**src/hdl/mcfd_pkg.sv**
```systemverilog
// shared constants and types for the multi-channel frame deframer
package mcfd_pkg;

  localparam int unsigned MCFD_MAX_LEN      = 64;
  localparam int unsigned MCFD_NUM_CHANNELS = 3;
  localparam int unsigned LEN_W             = 6;

  // status codes
  localparam logic [2:0] ST_OK          = 3'd0;
  localparam logic [2:0] ST_START_ERR   = 3'd1;
  localparam logic [2:0] ST_QOS_ERR     = 3'd2;
  localparam logic [2:0] ST_LEN_ERR     = 3'd3;
  localparam logic [2:0] ST_BAD_CHANNEL = 3'd4;

  // parser phases
  localparam logic [1:0] PH_HEAD = 2'd0;
  localparam logic [1:0] PH_QOS  = 2'd1;
  localparam logic [1:0] PH_DATA = 2'd2;
  localparam logic [1:0] PH_TAIL = 2'd3;

  // configuration register indexes
  localparam logic [1:0] REG_HEAD        = 2'd0;
  localparam logic [1:0] REG_TAIL_FIRST  = 2'd1;
  localparam logic [1:0] REG_TAIL_SECOND = 2'd2;

  localparam logic [7:0] HEAD_RST        = 8'h3e;
  localparam logic [7:0] TAIL_FIRST_RST  = 8'h0d;
  localparam logic [7:0] TAIL_SECOND_RST = 8'h0a;

  localparam logic [7:0] QOS_CHAR_0 = 8'h30;
  localparam logic [7:0] QOS_CHAR_1 = 8'h31;

  typedef struct packed {
    logic [2:0]       status;
    logic             frame_done;
    logic [1:0]       frame_channel;
    logic [7:0]       payload_byte;
    logic             payload_valid;
    logic [LEN_W-1:0] payload_length;
    logic             ack_request;
    logic             last;
  } result_t;

endpackage

```
**src/hdl/mcfd_payload_ram.sv**
```systemverilog
// payload byte store: one write port, one registered read port
module mcfd_payload_ram
  import mcfd_pkg::*;
#(
  parameter int unsigned DEPTH = MCFD_NUM_CHANNELS * MCFD_MAX_LEN,
  parameter int unsigned AW    = $clog2(DEPTH)
) (
  input  logic          clk_i,
  input  logic          we_i,
  input  logic [AW-1:0] waddr_i,
  input  logic [7:0]    wdata_i,
  input  logic          re_i,
  input  logic [AW-1:0] raddr_i,
  output logic [7:0]    rdata_o
);

  logic [7:0] mem [DEPTH];
  logic [7:0] rdata_q;

  always_ff @(posedge clk_i) begin
    if (we_i) begin
      mem[waddr_i] <= wdata_i;
    end
  end

  always_ff @(posedge clk_i) begin
    if (re_i) begin
      rdata_q <= mem[raddr_i];
    end
  end

  assign rdata_o = rdata_q;

endmodule

```
**src/hdl/multi_channel_frame_deframer_top.sv**
```systemverilog
// multi-channel frame deframer: per-channel parser with context and payload memories
//
//   channel  signals                                  direction
//   in       in_valid_i/in_ready_o, channel, rx_byte   sink
//   out      out_valid_o/out_ready_i, result fields    source
//   cfg      cfg_valid_i/cfg_ready_o, index, data      sink, always ready
//
// an ordinary byte: context read, then decide and write back
// a stored tail_first plus following byte makes two payload writes, the second in S_WR2
// a completed frame reads, then emits, each payload byte in turn (S_DRAIN_RD, S_DRAIN_OUT)
// reset clears the context valid bits at once, payload memory is never cleared
// the single output register stalls the sequencer while a result waits
module multi_channel_frame_deframer_top
  import mcfd_pkg::*;
#(
  parameter int unsigned MAX_LEN      = MCFD_MAX_LEN,
  parameter int unsigned NUM_CHANNELS = MCFD_NUM_CHANNELS
) (
  input  logic       clk_i,
  input  logic       rst_ni,
  input  logic       in_valid_i,
  output logic       in_ready_o,
  input  logic [1:0] channel_i,
  input  logic [7:0] rx_byte_i,
  output logic       out_valid_o,
  input  logic       out_ready_i,
  output logic [2:0] status_o,
  output logic       frame_done_o,
  output logic [1:0] frame_channel_o,
  output logic [7:0] payload_byte_o,
  output logic       payload_valid_o,
  output logic [5:0] payload_length_o,
  output logic       ack_request_o,
  output logic       last_o,
  input  logic       cfg_valid_i,
  output logic       cfg_ready_o,
  input  logic [1:0] cfg_index_i,
  input  logic [7:0] cfg_data_i
);

  localparam int unsigned CNT_W    = $clog2(MAX_LEN);
  localparam int unsigned CH_IDX_W = (NUM_CHANNELS > 1) ? $clog2(NUM_CHANNELS) : 1;
  localparam int unsigned PL_DEPTH = NUM_CHANNELS * MAX_LEN;
  localparam int unsigned PL_AW    = $clog2(PL_DEPTH);

  localparam logic [2:0] S_IDLE      = 3'd0;
  localparam logic [2:0] S_CTX       = 3'd1;
  localparam logic [2:0] S_WR2       = 3'd2;
  localparam logic [2:0] S_DRAIN_RD  = 3'd3;
  localparam logic [2:0] S_DRAIN_OUT = 3'd4;

  typedef struct packed {
    logic [1:0]       phase;
    logic             qos;
    logic [CNT_W-1:0] count;
  } ctx_t;

  logic [2:0] state_q, state_d;

  logic [7:0] head_q, tail_first_q, tail_second_q;

  logic [1:0]          chan_q;
  logic [7:0]          byte_q;
  logic                bad_q;
  logic [PL_AW-1:0]    base_q;
  logic [CNT_W-1:0]    k_q, k_d;
  logic [CNT_W-1:0]    n_q, n_d;
  logic                ack_q, ack_d;

  // context memory with valid bits, an invalid entry reads as all zero
  ctx_t                ctx_mem [NUM_CHANNELS];
  ctx_t                ctx_rd_q;
  logic                ctx_rd_v_q;
  logic [NUM_CHANNELS-1:0] ctx_vld_q;
  logic                ctx_we;
  ctx_t                ctx_wdata;
  ctx_t                ctx_cur;
  logic [CH_IDX_W-1:0] ch_in_idx, ch_idx;

  logic             pl_we, pl_re;
  logic [PL_AW-1:0] pl_waddr, pl_raddr;
  logic [7:0]       pl_wdata, pl_rdata;

  result_t out_q, res;
  logic    out_valid_q, out_load, out_free;
  logic    in_acc;

  assign in_ready_o  = (state_q == S_IDLE);
  assign in_acc      = in_valid_i && in_ready_o;
  assign cfg_ready_o = 1'b1;
  assign ch_in_idx   = CH_IDX_W'(channel_i);
  assign ch_idx      = CH_IDX_W'(chan_q);
  assign ctx_cur     = ctx_rd_v_q ? ctx_rd_q : '0;
  assign out_free    = !out_valid_q || out_ready_i;

  // configuration registers
  always_ff @(posedge clk_i or negedge rst_ni) begin
    if (!rst_ni) begin
      head_q        <= HEAD_RST;
      tail_first_q  <= TAIL_FIRST_RST;
      tail_second_q <= TAIL_SECOND_RST;
    end else if (cfg_valid_i) begin
      unique case (cfg_index_i)
        REG_HEAD:        head_q        <= cfg_data_i;
        REG_TAIL_FIRST:  tail_first_q  <= cfg_data_i;
        REG_TAIL_SECOND: tail_second_q <= cfg_data_i;
        default: ;
      endcase
    end
  end

  // input capture
  always_ff @(posedge clk_i) begin
    if (in_acc) begin
      chan_q <= channel_i;
      byte_q <= rx_byte_i;
      base_q <= PL_AW'(32'(ch_in_idx) * MAX_LEN);
    end
  end

  // context memory
  always_ff @(posedge clk_i) begin
    if (in_acc) begin
      ctx_rd_q <= ctx_mem[ch_in_idx];
    end
    if (ctx_we) begin
      ctx_mem[ch_idx] <= ctx_wdata;
    end
  end

  always_ff @(posedge clk_i or negedge rst_ni) begin
    if (!rst_ni) begin
      ctx_vld_q  <= '0;
      ctx_rd_v_q <= 1'b0;
      bad_q      <= 1'b0;
    end else begin
      if (in_acc) begin
        bad_q      <= (32'(channel_i) >= NUM_CHANNELS);
        ctx_rd_v_q <= (32'(channel_i) < NUM_CHANNELS) && ctx_vld_q[ch_in_idx];
      end
      if (ctx_we) begin
        ctx_vld_q[ch_idx] <= 1'b1;
      end
    end
  end

  mcfd_payload_ram #(
    .DEPTH (PL_DEPTH),
    .AW    (PL_AW)
  ) u_payload_ram (
    .clk_i   (clk_i),
    .we_i    (pl_we),
    .waddr_i (pl_waddr),
    .wdata_i (pl_wdata),
    .re_i    (pl_re),
    .raddr_i (pl_raddr),
    .rdata_o (pl_rdata)
  );

  // sequencer
  always_comb begin
    state_d   = state_q;
    k_d       = k_q;
    n_d       = n_q;
    ack_d     = ack_q;
    ctx_we    = 1'b0;
    ctx_wdata = ctx_cur;
    pl_we     = 1'b0;
    pl_waddr  = base_q + PL_AW'(ctx_cur.count);
    pl_wdata  = byte_q;
    pl_re     = 1'b0;
    pl_raddr  = base_q + PL_AW'(k_q);
    out_load  = 1'b0;
    res       = '0;
    res.last  = 1'b1;

    unique case (state_q)
      S_IDLE: begin
        if (in_acc) begin
          state_d = S_CTX;
        end
      end
      S_CTX: begin
        if (out_free) begin
          state_d  = S_IDLE;
          out_load = 1'b1;
          if (bad_q) begin
            res.status = ST_BAD_CHANNEL;
          end else begin
            ctx_we = 1'b1;
            unique case (ctx_cur.phase)
              PH_HEAD: begin
                if (byte_q == head_q) begin
                  ctx_wdata.phase = PH_QOS;
                end else begin
                  res.status = ST_START_ERR;
                end
              end
              PH_QOS: begin
                if (byte_q == QOS_CHAR_0 || byte_q == QOS_CHAR_1) begin
                  ctx_wdata.qos   = (byte_q == QOS_CHAR_1);
                  ctx_wdata.phase = PH_DATA;
                end else begin
                  ctx_wdata.phase = PH_HEAD;
                  res.status      = ST_QOS_ERR;
                end
              end
              PH_DATA: begin
                if (byte_q == tail_first_q) begin
                  ctx_wdata.phase = PH_TAIL;
                end else if (32'(ctx_cur.count) < MAX_LEN - 1) begin
                  pl_we           = 1'b1;
                  ctx_wdata.count = CNT_W'(ctx_cur.count + 1'b1);
                end else begin
                  ctx_wdata  = '0;
                  res.status = ST_LEN_ERR;
                end
              end
              PH_TAIL: begin
                if (byte_q == tail_second_q) begin
                  ctx_wdata = '0;
                  n_d       = ctx_cur.count;
                  ack_d     = ctx_cur.qos;
                  k_d       = '0;
                  if (ctx_cur.count == '0) begin
                    // empty frame gives a single done result
                    res.frame_done    = 1'b1;
                    res.frame_channel = chan_q;
                    res.ack_request   = ctx_cur.qos;
                  end else begin
                    out_load = 1'b0;
                    state_d  = S_DRAIN_RD;
                  end
                end else if (32'(ctx_cur.count) < MAX_LEN - 2) begin
                  // stray tail_first kept as data, the current byte follows next cycle
                  pl_we           = 1'b1;
                  pl_wdata        = tail_first_q;
                  ctx_wdata.count = CNT_W'(ctx_cur.count + 2'd2);
                  ctx_wdata.phase = PH_DATA;
                  k_d             = CNT_W'(ctx_cur.count + 1'b1);
                  state_d         = S_WR2;
                end else begin
                  ctx_wdata  = '0;
                  res.status = ST_LEN_ERR;
                end
              end
              default: ;
            endcase
          end
        end
      end
      S_WR2: begin
        pl_we    = 1'b1;
        pl_waddr = base_q + PL_AW'(k_q);
        state_d  = S_IDLE;
      end
      S_DRAIN_RD: begin
        pl_re   = 1'b1;
        state_d = S_DRAIN_OUT;
      end
      S_DRAIN_OUT: begin
        if (out_free) begin
          out_load           = 1'b1;
          res.frame_done     = 1'b1;
          res.frame_channel  = chan_q;
          res.payload_byte   = pl_rdata;
          res.payload_valid  = 1'b1;
          res.payload_length = LEN_W'(n_q);
          res.ack_request    = ack_q;
          res.last           = (k_q == CNT_W'(n_q - 1'b1));
          if (res.last) begin
            state_d = S_IDLE;
          end else begin
            k_d     = CNT_W'(k_q + 1'b1);
            state_d = S_DRAIN_RD;
          end
        end
      end
      default: state_d = S_IDLE;
    endcase
  end

  always_ff @(posedge clk_i or negedge rst_ni) begin
    if (!rst_ni) begin
      state_q     <= S_IDLE;
      out_valid_q <= 1'b0;
    end else begin
      state_q <= state_d;
      if (out_load) begin
        out_valid_q <= 1'b1;
      end else if (out_ready_i) begin
        out_valid_q <= 1'b0;
      end
    end
  end

  always_ff @(posedge clk_i) begin
    k_q   <= k_d;
    n_q   <= n_d;
    ack_q <= ack_d;
    if (out_load) begin
      out_q <= res;
    end
  end

  assign out_valid_o      = out_valid_q;
  assign status_o         = out_q.status;
  assign frame_done_o     = out_q.frame_done;
  assign frame_channel_o  = out_q.frame_channel;
  assign payload_byte_o   = out_q.payload_byte;
  assign payload_valid_o  = out_q.payload_valid;
  assign payload_length_o = out_q.payload_length;
  assign ack_request_o    = out_q.ack_request;
  assign last_o           = out_q.last;

endmodule

```
**config.mk**
```make
export PLATFORM = sky130hd
export DESIGN_NAME = multi_channel_frame_deframer_top
export DESIGN_NICKNAME = d
export VERILOG_FILES = /design/src/hdl/mcfd_pkg.sv /design/src/hdl/mcfd_payload_ram.sv /design/src/hdl/multi_channel_frame_deframer_top.sv
export SDC_FILE = /design/constraint.sdc
export NUM_CORES = 2
export LEC_CHECK = 0
export BUFFER_PORTS_ARGS = -buffer_cell sky130_fd_sc_hd__buf_2
export CORE_MARGIN = 10
export CORE_UTILIZATION = 24
export DETAILED_ROUTE_END_ITERATION = 10
export SYNTH_ARGS = -nofsm -noshare
export SYNTH_HDL_FRONTEND = slang
export SYNTH_SLANG_ARGS = --single-unit
```
**constraint.sdc**
```tcl
create_clock -name clk_i -period 4.5 [get_ports clk_i]
set_clock_uncertainty 0.2 [all_clocks]
set_input_delay 1.125 -clock clk_i [delete_from_list [all_inputs] [get_ports clk_i]]
set_output_delay 1.125 -clock clk_i [all_outputs]
set_load 0.05 [all_outputs]
```
==> results_dict.tcl <==
set metrics [dict create \
    outcome "complete, no violations" \
    clkPwrFrac_pct 38.3 \
    max_freq_mhz 230 \
    clkTransAtPathRegs_ns 0.06 \
    multiInputGateArea_sq_um 15400 \
    synth_async_sr_flop_share_pct 1.99 \
    ys_top_cells_by_count "1626 x edfxtp_1, 296 x mux2i_1, 275 x a21oi_1, 265 x mux4_2, 131 x o221ai_1" \
    rr_worst_depth 8 \
    drt_pass1_iterations 5 \
    vias_per_cell 4.71 \
    yosysSeqAreaShare_pct 74.9 \
    synthesis.nets 3522 \
    worst_slew_pin_slew_ns 1.22 \
    grt_pass1_wl_mm 255 \
    timing.hold.ws_ns 0.199 \
    postLayoutCoreUtil_pct 28.5 \
    final-seq-area_sq_um 49700 \
    final_area_sq_um 78200 \
    end_kind "flip-flop" \
    slowest_delay_ns 0.88 \
    n_antenna_cell 0 \
    reg2reg_from "k_q[0]" \
    die_h_um 546 \
    syn_inst 3493 \
    synthesis.area_sq_um 66300 \
    drc 0 \
    dieArea_sq_um 298000 \
    dp_hpwl_mm 107 \
    fp.coreArea_sq_um 274000 \
    pin_count 51 \
    grt_max_degree 151 \
    netlist.area_leader.share_pct 73.6 \
    cts_buffer_depth 3 \
    cp.buffers_inverters 3 \
    powerDensity_nw_per_um2 474 \
    grt_remaining_overflow 0 \
    synth.avg_cell_area_sq_um 19.0 \
    place_worst_setup_slack_ns -0.436 \
    synth_edf_count 1626 \
    rr_endpoint "u_payload_ram.rdata_o[7]" \
    cp_cell_sequence "buf_12 -> buf_12 -> mux4_2 -> o22ai_1 -> nor3_1 -> buf_4 -> o32ai_1 -> o2111ai_1" \
    min_path_type "in2async" \
    fin_crit_ns 4.35 \
    num-fill-cells 27000 \
    cp_top_family "compound AO/OA/AOI/OAI gates" \
    peakVddDrop_mv 0.449 \
    ys_warn_count 0 \
    leakage_nw 24.8 \
    switching_share_pct 25.6 \
    hold_buffers 0 \
    seqPwrFrac_pct 49.3 \
    die_w_um 546 \
    place_area_sq_um 72500 \
    areaGrowthSynthToFinish_pct 17.9 \
    hold_violations 0 \
    fin_crit_sh_pct 96.7 \
    critical_path_class "reg2reg" \
    ys.flop_type "edfxtp_1" \
    grt_usage_pct 11.3 \
    cts_root_buf "clkbuf_16" \
    numCtsBuffers 168 \
    finalSetupViolations 0 \
    crit_slowest_cell "o32ai_1" \
    vias 35800 \
    finalWorstSetupSlack_ns 0.148 \
    maxSlewHeadroom_pct 18.6 \
    rows 192 \
    synth-seq-cells 1659 \
    grt_pass1_vias 35600 \
    rsz0062_at_grt "false" \
    drt_iter0_markers 4475 \
    io_buffers 49 \
    synth.largest_area_cell "edfxtp_1" \
    crit_path_max_fanout 41 \
    drive_gt1_share_pct 23.7 \
    wl_per_cell_um 23.1 \
    finalWirelength_mm 175 \
    gp_congestion 0.832 \
    antenna_found_initial 3 \
    reg2reg_setup_slack_ns 0.15 \
    crit_top_cell "buf_12" \
    worst_setup_path_start_kind "flip-flop" \
    power.switching_w 0.00949 \
    intPower_w 0.0276 \
    clk_latency_ns 0.81 \
    cts.sinks 1659 \
    comb_power_share_pct 12.4 \
    arrival_ns 4.55 \
    ant_nets 0 \
    required_ns 4.70 \
    cts_tree "built" \
    h-tree-depth 4 \
    initial_core_util_pct 24.2 \
    tns_ns 0 \
    drv_cap 0 \
    synth.most_common_cell "edfxtp_1" \
    synthTopCellsByArea "edfxtp_1 74%, mux4_2 9.0%, mux2i_1 4.5%" \
    yosys.cell_types.count 66 \
    finalNetCount 3810 \
    slew_viol_final 0 \
]
-- layer usage --
| layer | up-vias | GRT usage, % | routed length [um] |
|---|---|---|---|
| li1 | 15100 | - | - |
| met4 | 0 | 3.62 | 5320 |
| met5 | - | 0 | 0 |
| met2 | 1706 | 17.5 | 80000 |
| met1 | 18700 | 15.9 | 75300 |
| met3 | 286 | 2.32 | 14800 |
-- area by class of cell --
type                            instances  share of cell area (%)
Inverter                               18                  0.0912
Multi-Input combinational cell       1594                    19.7
Sequential cell                      1659                    63.5
Timing Repair Buffer                  340                    3.59
Clock inverter                        107                    1.56
Tap cell                             3686                    5.90
Clock buffer                          203                    5.62
-- placed cells by master (no fill, tap or decap), types with 54 or more instances in the layout --
master / count
o221ai_1: 131
mux2i_1: 296
nand2_1: 116
clkbuf_16: 169
buf_4: 261
a21oi_1: 275
o22ai_1: 73
nor2_1: 57
mux4_2: 265
o21ai_0: 54
edfxtp_1: 1626
-- logic make-up (layout without fill, tap and decap cells) --
logic type / after synthesis / after routing / synth area share, %
buffers and inverters: 240 / 668 / 2.12
adder cells (fa/ha/maj): 4 / 4 / 0.0755
AO/OA/AOI/OAI: 616 / 616 / 5.89
flip-flops: 1659 / 1659 / 74.9
XOR/XNOR: 38 / 38 / 0.502
other: 1 / 1 / 0.00565
multiplexers: 595 / 595 / 14.0
AND/OR/NAND/NOR: 340 / 340 / 2.47
-- power by group through the flow --
stage	clock [W]	combinational, W	sequential, W
final	0.0142	0.00460	0.0183
after global routing	0.0151	0.00485	0.0183
after CTS	0.0144	0.00460	0.0183
after detailed placement	0	0.00458	0.0186
after global placement	0	0.00452	0.0186
after floorplan	0	0.00232	0.0189
-- worst max path at each step --
stage | endpoint | slack (ns) | cells past startpoint | from
after global placement | u_payload_ram.rdata_o[1] | -0.43 | 8 | k_q[1]
after floorplan | u_payload_ram.mem[0][3] | 0.28 | 6 | out_ready_i
final | u_payload_ram.rdata_o[7] | 0.15 | 8 | k_q[0]
after CTS | u_payload_ram.rdata_o[7] | 0.23 | 8 | k_q[0]
after global routing | u_payload_ram.mem[81][1] | 0.11 | 7 | ctx_rd_v_q
after detailed placement | u_payload_ram.rdata_o[1] | -0.44 | 8 | k_q[1]
-- state kept, by name, summed over array words and instances, names as in the netlist, 8 cells and up --
| register | count |
|---|---|
| tail_second_q | 8 |
| payload_byte_o | 8 |
| byte_q | 8 |
| u_payload_ram.mem | 1536 |
| ctx_mem | 27 |
| u_payload_ram.rdata_o | 8 |
| ctx_rd_q | 9 |
| tail_first_q | 8 |
| head_q | 8 |
-- stage by stage --
| step | instances | power (W) |
|---|---|---|
| floorplan | 3493 | 0.0212 |
| global placement | 7293 | 0.0231 |
| detailed placement | 7293 | 0.0232 |
| CTS | 7607 | 0.0373 |
| global route | 7607 | 0.0382 |
| finish | 7607 | 0.0371 |
-- what timing repair did --
action	4_1_cts	5_1_grt
setup buffers	4	0
gates resized for setup	2	0
endpoints found under the setup margin	2	0
No activity file was read; power rests on OpenSTA's default activity.
